[src/sv/stt_pkg.sv]
// Shared types and codes for the software timer table.
// Used by stt_div, stt_seq and software_timer_table.
package stt_pkg;

    localparam int DEFAULT_SLOTS = 16;
    localparam int TICK_W        = 32;
    localparam int TASK_W        = 8;
    localparam int REF_W         = 16;
    localparam int DUR_W         = 32;
    localparam int RES_W         = 16;
    localparam int EV_W          = 3;
    localparam int CMD_W         = 2;

    localparam logic [CMD_W-1:0] CMD_TICK   = 2'd0;
    localparam logic [CMD_W-1:0] CMD_START  = 2'd1;
    localparam logic [CMD_W-1:0] CMD_CANCEL = 2'd2;

    localparam logic [EV_W-1:0] EV_STARTED   = 3'd0;
    localparam logic [EV_W-1:0] EV_FULL      = 3'd1;
    localparam logic [EV_W-1:0] EV_CANCELLED = 3'd2;
    localparam logic [EV_W-1:0] EV_NOTFOUND  = 3'd3;
    localparam logic [EV_W-1:0] EV_EXPIRED   = 3'd4;

    localparam logic [RES_W-1:0] RES_RESET = 16'd1;

    typedef struct packed {
        logic [TICK_W-1:0] expiry;
        logic [TASK_W-1:0] task_id;
        logic [REF_W-1:0]  timer_ref;
    } entry_t;

    typedef struct packed {
        logic [EV_W-1:0]   event_res;
        logic [TASK_W-1:0] owner_task;
        logic [REF_W-1:0]  owner_ref;
        logic              last;
    } res_t;

endpackage

[src/sv/software_timer_table.sv]
// Software timer table: holds the resolution register and the result output register.
// Depends on stt_pkg and stt_seq (which uses stt_ram and stt_div).
// Tick reads and checks every slot, then walks the matches and reports each expired entry;
// start divides the duration by the resolution, then looks for a free slot; cancel reads
// and checks slots until a match; output stalls hold any report. Takes one item at a time.
// Reset: tick count zero, table empty, resolution 1; no clearing pass over the RAM.
module software_timer_table #(
    parameter int TIMER_SLOTS = stt_pkg::DEFAULT_SLOTS
) (
    input  logic        clk,
    input  logic        rst_n,
    input  logic        cfg_we,
    input  logic [15:0] cfg_wdata,      // tick_resolution_ms
    input  logic        s_axis_tvalid,
    output logic        s_axis_tready,
    input  logic [55:0] s_axis_tdata,   // task_id[7:0], timer_ref[23:8], duration_ms[55:24]
    input  logic [1:0]  s_axis_tuser,   // command[1:0]
    output logic        m_axis_tvalid,
    input  logic        m_axis_tready,
    output logic [23:0] m_axis_tdata,   // owner_task[7:0], owner_ref[23:8]
    output logic [2:0]  m_axis_tuser,   // event_res[2:0]
    output logic        m_axis_tlast
);
    logic [stt_pkg::RES_W-1:0] res_ms_reg;
    logic                      out_valid_reg;
    stt_pkg::res_t             out_reg;
    logic                      out_free;
    logic                      res_load;
    stt_pkg::res_t             res;

    assign out_free = !out_valid_reg || m_axis_tready;

    stt_seq #(
        .TIMER_SLOTS (TIMER_SLOTS)
    ) u_seq (
        .clk      (clk),
        .rst_n    (rst_n),
        .in_valid (s_axis_tvalid),
        .in_ready (s_axis_tready),
        .in_cmd   (s_axis_tuser),
        .in_task  (s_axis_tdata[7:0]),
        .in_ref   (s_axis_tdata[23:8]),
        .in_dur   (s_axis_tdata[55:24]),
        .tick_res (res_ms_reg),
        .out_free (out_free),
        .res_load (res_load),
        .res      (res)
    );

    always_ff @(posedge clk or negedge rst_n)
    begin
        if (!rst_n)
        begin
            res_ms_reg    <= stt_pkg::RES_RESET;
            out_valid_reg <= 1'b0;
        end
        else
        begin
            if (cfg_we)
            begin
                res_ms_reg <= cfg_wdata;
            end
            if (res_load)
            begin
                out_valid_reg <= 1'b1;
            end
            else if (m_axis_tready)
            begin
                out_valid_reg <= 1'b0;
            end
        end
    end

    always_ff @(posedge clk)
    begin
        if (res_load)
        begin
            out_reg <= res;
        end
    end

    assign m_axis_tvalid = out_valid_reg;
    assign m_axis_tdata  = {out_reg.owner_ref, out_reg.owner_task};
    assign m_axis_tuser  = out_reg.event_res;
    assign m_axis_tlast  = out_reg.last;

endmodule

[src/sv/stt_ram.sv]
// Generic single-write, single-read RAM with registered read data.
// No dependencies.
module stt_ram #(
    parameter int WIDTH = 8,
    parameter int DEPTH = 16,
    localparam int AW = (DEPTH > 1) ? $clog2(DEPTH) : 1
) (
    input  logic                 clk,
    input  logic                 we,
    input  logic [AW-1:0]        waddr,
    input  logic [WIDTH-1:0]     wdata,
    input  logic                 re,
    input  logic [AW-1:0]        raddr,
    output logic [WIDTH-1:0]     rdata
);
    logic [WIDTH-1:0] mem_reg [DEPTH];
    logic [WIDTH-1:0] rdata_reg;

    always_ff @(posedge clk)
    begin
        if (we)
        begin
            mem_reg[waddr] <= wdata;
        end
        if (re)
        begin
            rdata_reg <= mem_reg[raddr];
        end
    end

    assign rdata = rdata_reg;

endmodule

[src/sv/stt_div.sv]
// Restoring divider, one quotient bit per cycle, 32-bit dividend by 16-bit divisor.
// Depends on stt_pkg.
module stt_div (
    input  logic                       clk,
    input  logic                       rst_n,
    input  logic                       start,
    input  logic [stt_pkg::DUR_W-1:0]  dividend,
    input  logic [stt_pkg::RES_W-1:0]  divisor,
    output logic                       done,
    output logic [stt_pkg::DUR_W-1:0]  quotient
);
    localparam int CNT_W = $clog2(stt_pkg::DUR_W);

    logic                       busy_reg, busy_next;
    logic                       done_reg, done_next;
    logic [CNT_W-1:0]           cnt_reg, cnt_next;
    logic [stt_pkg::DUR_W-1:0]  q_reg, q_next;
    logic [stt_pkg::RES_W-1:0]  rem_reg, rem_next;
    logic [stt_pkg::RES_W-1:0]  d_reg, d_next;
    logic [stt_pkg::RES_W:0]    trial;
    logic [stt_pkg::RES_W:0]    diff;

    always_comb
    begin
        busy_next = busy_reg;
        done_next = 1'b0;
        cnt_next  = cnt_reg;
        q_next    = q_reg;
        rem_next  = rem_reg;
        d_next    = d_reg;
        trial     = {rem_reg, q_reg[stt_pkg::DUR_W-1]};
        diff      = trial - {1'b0, d_reg};
        if (start)
        begin
            busy_next = 1'b1;
            cnt_next  = '0;
            q_next    = dividend;
            rem_next  = '0;
            // treat zero resolution as one
            d_next    = (divisor == '0) ? stt_pkg::RES_W'(1) : divisor;
        end
        else if (busy_reg)
        begin
            if (trial >= {1'b0, d_reg})
            begin
                rem_next = diff[stt_pkg::RES_W-1:0];
                q_next   = {q_reg[stt_pkg::DUR_W-2:0], 1'b1};
            end
            else
            begin
                rem_next = trial[stt_pkg::RES_W-1:0];
                q_next   = {q_reg[stt_pkg::DUR_W-2:0], 1'b0};
            end
            cnt_next = cnt_reg + CNT_W'(1);
            if (cnt_reg == CNT_W'(stt_pkg::DUR_W - 1))
            begin
                busy_next = 1'b0;
                done_next = 1'b1;
            end
        end
    end

    always_ff @(posedge clk or negedge rst_n)
    begin
        if (!rst_n)
        begin
            busy_reg <= 1'b0;
            done_reg <= 1'b0;
            cnt_reg  <= '0;
        end
        else
        begin
            busy_reg <= busy_next;
            done_reg <= done_next;
            cnt_reg  <= cnt_next;
        end
    end

    always_ff @(posedge clk)
    begin
        q_reg   <= q_next;
        rem_reg <= rem_next;
        d_reg   <= d_next;
    end

    assign done     = done_reg;
    assign quotient = q_reg;

endmodule

[src/sv/stt_seq.sv]
// Command sequencer: walks the timer slots one at a time, owns tick count and valid bits.
// Depends on stt_pkg, stt_ram and stt_div.
module stt_seq #(
    parameter int TIMER_SLOTS = stt_pkg::DEFAULT_SLOTS
) (
    input  logic                        clk,
    input  logic                        rst_n,
    input  logic                        in_valid,
    output logic                        in_ready,
    input  logic [stt_pkg::CMD_W-1:0]   in_cmd,
    input  logic [stt_pkg::TASK_W-1:0]  in_task,
    input  logic [stt_pkg::REF_W-1:0]   in_ref,
    input  logic [stt_pkg::DUR_W-1:0]   in_dur,
    input  logic [stt_pkg::RES_W-1:0]   tick_res,
    input  logic                        out_free,
    output logic                        res_load,
    output stt_pkg::res_t               res
);
    localparam int IDX_W = (TIMER_SLOTS > 1) ? $clog2(TIMER_SLOTS) : 1;
    localparam logic [IDX_W-1:0] IDX_LAST = IDX_W'(TIMER_SLOTS - 1);

    localparam logic [3:0] ST_IDLE    = 4'd0;
    localparam logic [3:0] ST_T_READ  = 4'd1;
    localparam logic [3:0] ST_T_CHECK = 4'd2;
    localparam logic [3:0] ST_E_FIND  = 4'd3;
    localparam logic [3:0] ST_E_OUT   = 4'd4;
    localparam logic [3:0] ST_S_DIV   = 4'd5;
    localparam logic [3:0] ST_S_FIND  = 4'd6;
    localparam logic [3:0] ST_C_READ  = 4'd7;
    localparam logic [3:0] ST_C_CHECK = 4'd8;
    localparam logic [3:0] ST_RESP    = 4'd9;

    logic [3:0]                   state_reg, state_next;
    logic [IDX_W-1:0]             idx_reg, idx_next;
    logic [TIMER_SLOTS-1:0]       valid_reg, valid_next;
    logic [TIMER_SLOTS-1:0]       match_reg, match_next;
    logic [stt_pkg::TICK_W-1:0]   tick_reg, tick_next;
    logic [stt_pkg::TASK_W-1:0]   task_reg, task_next;
    logic [stt_pkg::REF_W-1:0]    ref_reg, ref_next;
    logic [stt_pkg::EV_W-1:0]     code_reg, code_next;
    logic [stt_pkg::TICK_W-1:0]   expiry_reg, expiry_next;

    logic                         rd_en;
    logic                         wr_en;
    stt_pkg::entry_t              rd_data;
    stt_pkg::entry_t              wr_data;
    logic                         div_start;
    logic                         div_done;
    logic [stt_pkg::DUR_W-1:0]    div_q;
    logic [TIMER_SLOTS-1:0]       idx_onehot;
    logic                         rest_empty;
    logic                         idx_at_last;

    stt_ram #(
        .WIDTH ($bits(stt_pkg::entry_t)),
        .DEPTH (TIMER_SLOTS)
    ) u_ram (
        .clk   (clk),
        .we    (wr_en),
        .waddr (idx_reg),
        .wdata (wr_data),
        .re    (rd_en),
        .raddr (idx_reg),
        .rdata (rd_data)
    );

    stt_div u_div (
        .clk      (clk),
        .rst_n    (rst_n),
        .start    (div_start),
        .dividend (in_dur),
        .divisor  (tick_res),
        .done     (div_done),
        .quotient (div_q)
    );

    assign in_ready    = (state_reg == ST_IDLE);
    assign idx_onehot  = TIMER_SLOTS'(1) << idx_reg;
    assign rest_empty  = ((match_reg & ~idx_onehot) == '0);
    assign idx_at_last = (idx_reg == IDX_LAST);

    assign wr_data.expiry    = expiry_reg;
    assign wr_data.task_id   = task_reg;
    assign wr_data.timer_ref = ref_reg;

    always_comb
    begin
        state_next  = state_reg;
        idx_next    = idx_reg;
        valid_next  = valid_reg;
        match_next  = match_reg;
        tick_next   = tick_reg;
        task_next   = task_reg;
        ref_next    = ref_reg;
        code_next   = code_reg;
        expiry_next = expiry_reg;
        rd_en       = 1'b0;
        wr_en       = 1'b0;
        div_start   = 1'b0;
        res_load    = 1'b0;
        res         = '{event_res: code_reg, owner_task: task_reg,
                        owner_ref: ref_reg, last: 1'b1};

        unique case (state_reg)
            ST_IDLE:
            begin
                if (in_valid)
                begin
                    idx_next  = '0;
                    task_next = in_task;
                    ref_next  = in_ref;
                    unique case (in_cmd)
                        stt_pkg::CMD_TICK:
                        begin
                            tick_next  = tick_reg + stt_pkg::TICK_W'(1);
                            state_next = ST_T_READ;
                        end
                        stt_pkg::CMD_START:
                        begin
                            div_start  = 1'b1;
                            state_next = ST_S_DIV;
                        end
                        stt_pkg::CMD_CANCEL:
                        begin
                            state_next = ST_C_READ;
                        end
                        default:
                        begin
                            state_next = ST_IDLE;
                        end
                    endcase
                end
            end
            ST_T_READ:
            begin
                rd_en      = 1'b1;
                state_next = ST_T_CHECK;
            end
            ST_T_CHECK:
            begin
                if (valid_reg[idx_reg] && rd_data.expiry == tick_reg)
                begin
                    match_next[idx_reg] = 1'b1;
                    valid_next[idx_reg] = 1'b0;
                end
                if (idx_at_last)
                begin
                    idx_next   = '0;
                    state_next = ST_E_FIND;
                end
                else
                begin
                    idx_next   = idx_reg + IDX_W'(1);
                    state_next = ST_T_READ;
                end
            end
            ST_E_FIND:
            begin
                if (match_reg[idx_reg])
                begin
                    rd_en      = 1'b1;
                    state_next = ST_E_OUT;
                end
                else if (idx_at_last)
                begin
                    state_next = ST_IDLE;
                end
                else
                begin
                    idx_next = idx_reg + IDX_W'(1);
                end
            end
            ST_E_OUT:
            begin
                if (out_free)
                begin
                    res_load            = 1'b1;
                    res                 = '{event_res: stt_pkg::EV_EXPIRED,
                                            owner_task: rd_data.task_id,
                                            owner_ref: rd_data.timer_ref,
                                            last: rest_empty};
                    match_next[idx_reg] = 1'b0;
                    if (rest_empty)
                    begin
                        state_next = ST_IDLE;
                    end
                    else
                    begin
                        idx_next   = idx_reg + IDX_W'(1);
                        state_next = ST_E_FIND;
                    end
                end
            end
            ST_S_DIV:
            begin
                if (div_done)
                begin
                    expiry_next = tick_reg + div_q;
                    state_next  = ST_S_FIND;
                end
            end
            ST_S_FIND:
            begin
                if (!valid_reg[idx_reg])
                begin
                    wr_en               = 1'b1;
                    valid_next[idx_reg] = 1'b1;
                    code_next           = stt_pkg::EV_STARTED;
                    state_next          = ST_RESP;
                end
                else if (idx_at_last)
                begin
                    code_next  = stt_pkg::EV_FULL;
                    state_next = ST_RESP;
                end
                else
                begin
                    idx_next = idx_reg + IDX_W'(1);
                end
            end
            ST_C_READ:
            begin
                rd_en      = 1'b1;
                state_next = ST_C_CHECK;
            end
            ST_C_CHECK:
            begin
                if (valid_reg[idx_reg] && rd_data.task_id == task_reg &&
                    rd_data.timer_ref == ref_reg)
                begin
                    valid_next[idx_reg] = 1'b0;
                    code_next           = stt_pkg::EV_CANCELLED;
                    state_next          = ST_RESP;
                end
                else if (idx_at_last)
                begin
                    code_next  = stt_pkg::EV_NOTFOUND;
                    state_next = ST_RESP;
                end
                else
                begin
                    idx_next   = idx_reg + IDX_W'(1);
                    state_next = ST_C_READ;
                end
            end
            ST_RESP:
            begin
                if (out_free)
                begin
                    res_load   = 1'b1;
                    state_next = ST_IDLE;
                end
            end
            default:
            begin
                state_next = ST_IDLE;
            end
        endcase
    end

    always_ff @(posedge clk or negedge rst_n)
    begin
        if (!rst_n)
        begin
            state_reg <= ST_IDLE;
            idx_reg   <= '0;
            valid_reg <= '0;
            match_reg <= '0;
            tick_reg  <= '0;
            code_reg  <= stt_pkg::EV_STARTED;
        end
        else
        begin
            state_reg <= state_next;
            idx_reg   <= idx_next;
            valid_reg <= valid_next;
            match_reg <= match_next;
            tick_reg  <= tick_next;
            code_reg  <= code_next;
        end
    end

    always_ff @(posedge clk)
    begin
        task_reg   <= task_next;
        ref_reg    <= ref_next;
        expiry_reg <= expiry_next;
    end

    a_load_needs_room: assert property (@(posedge clk) disable iff (!rst_n)
        res_load |-> out_free)
        else $error("result loaded while output register busy");

    a_start_fills_slot: assert property (@(posedge clk) disable iff (!rst_n)
        (res_load && res.event_res == stt_pkg::EV_STARTED) |=>
        $countones(valid_reg) == $countones($past(valid_reg)))
        else $error("started timer changed slot count after report");

    a_full_only_when_full: assert property (@(posedge clk) disable iff (!rst_n)
        (res_load && res.event_res == stt_pkg::EV_FULL) |-> (&valid_reg))
        else $error("table full reported with a free slot");

    a_idle_no_pending: assert property (@(posedge clk) disable iff (!rst_n)
        (state_reg == ST_IDLE) |-> (match_reg == '0))
        else $error("expired entries left unreported");

    a_start_sets_valid: assert property (@(posedge clk) disable iff (!rst_n)
        wr_en |=> valid_reg[$past(idx_reg)])
        else $error("written slot not marked valid");

endmodule
[config.mk]
export PLATFORM = sky130hd
export DESIGN_NAME = software_timer_table
export DESIGN_NICKNAME = d
export VERILOG_FILES = /design/src/sv/stt_pkg.sv /design/src/sv/software_timer_table.sv /design/src/sv/stt_ram.sv /design/src/sv/stt_div.sv /design/src/sv/stt_seq.sv
export SDC_FILE = /design/constraint.sdc
export NUM_CORES = 1
export LEC_CHECK = 0
export ABC_AREA = 1
export BUFFER_PORTS_ARGS = -buffer_cell sky130_fd_sc_hd__buf_2
export CAP_MARGIN = 20
export CORE_MARGIN = 5
export CORE_UTILIZATION = 40
export CTS_CLUSTER_SIZE = 30
export DETAILED_ROUTE_END_ITERATION = 10
export GPL_TIMING_DRIVEN = 0
export HOLD_SLACK_MARGIN = 0.08
export SKIP_LAST_GASP = 1
export SLEW_MARGIN = 5
export SYNTH_ARGS = -nofsm -noshare
export SYNTH_HDL_FRONTEND = slang
export SYNTH_SLANG_ARGS = --single-unit
[constraint.sdc]
create_clock -name clk -period 7.56 [get_ports clk]
set_input_delay 1.89 -clock clk [delete_from_list [all_inputs] [get_ports clk]]
set_output_delay 1.89 -clock clk [all_outputs]
set_load 0.02 [all_outputs]
==> impl_metrics.ini <==
[timing]
tns_ns = 0
maxSlewViolCount = 0
finalSetupViolCount = 0
hold_ws_ns = 0.468
grt_setup_unrepaired = no
period_needed_ns = 4.96
max_freq_ghz = 0.202
max_slew.worst_pin.slew_ns = 1.15
finalWorstSetupSlack_ns = 2.60
maxSlewHeadroom_pct = 23.0
fin_worst_skew_ns = 0.0293
final.period_utilization_pct = 65.6
finalHoldViolations = 0

[floorplanning]
initial_core_util_pct = 40.2
die_h_um = 365
rows = 130
die_area_um2 = 133000
die_w_um = 365
design.core.area_um2 = 125000
io_pins = 109

[layout]
area_growth_pct = 15.0
largest_reg_flops = 896
fillers = 11445
fin_nets = 4743
antennaDiodeCount = 0
drive_gt1_share_pct = 9.14

[placement]
pre_cts_slack_ns = 2.38
routabilityCongestion = 0.876
port_buffers = 108
dp_hpwl_um = 97600

[setup_path]
reg2reg_depth = 12
arrival_ns = 5.38
worstSetupEndpointType = register
r2r-end = u_seq.u_ram.mem_reg[12][27]
crit_end = u_seq.u_ram.mem_reg[12][27]
rrSetupSlack_ns = 2.60
cp.required_ns = 7.98
cp-startpoint = u_seq.idx_reg[1]
startpoint_type = register
crit_type = reg -> reg
r2r-start = u_seq.idx_reg[1]
path_max_fanout = 11

[min_path]
hold_path.class = reg -> reg
min-delay-start = u_seq.u_div.rem_reg[10]

[logic_synthesis]
synth_seq_cells = 1198
async_flop_share_pct = 8.18
seq_area_frac_synth_pct = 70.2
yosysWarnings = 0
synth_area_per_cell_um2 = 11.6
yosysUniqueCellTypes = 55
synthCells = 4320
synth_area_um2 = 50300
synth_top_flop_cell = edfxtp_1
syn-num-nets = 4461
synth_edf_count = 1084

[routing]
route.detailed.drc = 0
drt-total-wl_um = 142000
post_drt_wl_per_cell_um = 22.3
firstDrtPassIters = 6
dr.first_iter.drc_count = 3807
ant_nets = 0
vias_per_cell = 5.37
num_vias = 34129

[global_route]
grtUsageTotal_pct = 20.9
grt_max_degree = 80
antenna_found_initial = 6
grt_pass1_vias = 33162
grt_pass1_wl_um = 209000
grt_overflow = 0

[cts]
hold_buffers = 0
postCtsSetupRepairBufs = 0
insertion_delay_ns = 0.73
cts_tree = done
cts_resized = 0
cts_sinks = 1198
path_clk_slew_ns = 0.07
cts_buffer_depth = 3
cts_max_level = 3
cts_buffers = 121
root_buffer = clkbuf_16

[power]
p_per_area_nw_per_um2 = 355
ir_drop_v = 0.000184
leakage_nw = 20.9

[run]
maxCapViolCount = 0

[outcome]
outcome = completed
[synthesized netlist by cell type (54+ instances only)]
master	instances	share of area [%]
edfxtp_1	1084	65
nand2_1	800	6.0
nor2_1	591	4.4
o21ai_0	535	5.3
inv_1	226	1.7
o22ai_1	225	2.8
clkbuf_1	177	1.3
dfrtp_1	97	4.8
nand3_1	89	0.89
nand4_1	76	0.95
ha_1	60	1.5
xnor2_1	60	1.0
a21oi_1	56	0.56
xor2_1	54	0.94
[worst min-delay path by stage]
stage                         endpoint  slack, ns  cells past startpoint
2_1_floorplan  u_seq.u_div.rem_reg[15]       0.44                      2
4_1_cts        u_seq.u_div.rem_reg[10]       0.47                      2
6_report       u_seq.u_div.rem_reg[10]       0.47                      2
3_5_place_dp                  register       0.46                      2
5_1_grt                       register       0.48                      2
3_3_place_gp                  register       0.45                      2
[worst max-delay path: stages, from the launching register on]
cell and delay (ns):
dfrtp_1 0.40, buf_2 0.20, inv_2 0.20, buf_2 0.53
buf_2 0.45, clkbuf_1 0.67, ha_1 0.31, inv_1 0.13
nor3_2 0.74, buf_4 0.35, buf_4 0.24, buf_4 0.19
buf_4 0.18
[cells by family (layout without fill, tap and decap cells)]
logic type	Yosys count	count (layout)	synth area share, %
XOR/XNOR	114	114	1.99
flip-flops	1198	1198	70.2
AND/OR/NAND/NOR	1622	1622	13.2
buffers and inverters	456	842	3.58
AO/OA/AOI/OAI	868	868	9.44
adder cells (fa/ha/maj)	62	62	1.57
[layout by cell type, fill, tap and decap left out, drive strengths merged, types with 2 or more instances in the layout]
cell,instances
a21o,5
a21oi,58
a22oi,2
a31oi,3
buf,203
bufinv,16
clkbuf,328
clkinv,53
clkinvlp,5
dfrtp,97
dfxtp,16
edfxtp,1084
fa,2
ha,60
inv,237
nand2,802
nand3,92
nand3b,11
nand4,77
nor2,602
nor3,23
nor4,7
o211ai,9
o21a,2
o21ai,555
o21bai,5
o22ai,225
or2,5
xnor2,60
xor2,54
[stage by stage]
| step | utilization (%) | std cells | area (µm²) | total power, mW |
|---|---|---|---|---|
| finish | 46.2 | 6356 | 57800 | 20.5 |
| global route | 46.2 | 6356 | 57800 | 21.6 |
| CTS | 46.2 | 6356 | 57800 | 20.6 |
| detailed placement | 42.9 | 6129 | 53800 | 14.4 |
| global placement | 42.2 | 6078 | 52900 | 14.4 |
| floorplan | - | 4320 | 50300 | 12.2 |
[area by class of cell]
cell class	instances	area (µm²)	area share, %
clock inverters	76	847	1.46
multi-input cells	2666	13300	22.9
plain buffers	221	918	1.59
clock buffers	151	3200	5.54
well taps	1650	2060	3.57
repair buffers	159	1310	2.26
flip-flops and latches	1198	35300	61.1
inverters	235	895	1.55
[routing by layer]
layer / GRT usage [%] / part of all wire, %
met4: 5.48 / 2.4
met3: 3.73 / 8.3
met2: 33.6 / 46
met1: 29.7 / 43
met5: 0 / 0
[report_power, final]
part | total, mW | switching, mW | internal (mW)
combinational | 5.93 | 4.17 | 1.76
clock | 6.14 | 2.59 | 3.55
sequential | 8.48 | 0.442 | 8.04
Power figures use the tool's default switching activity.
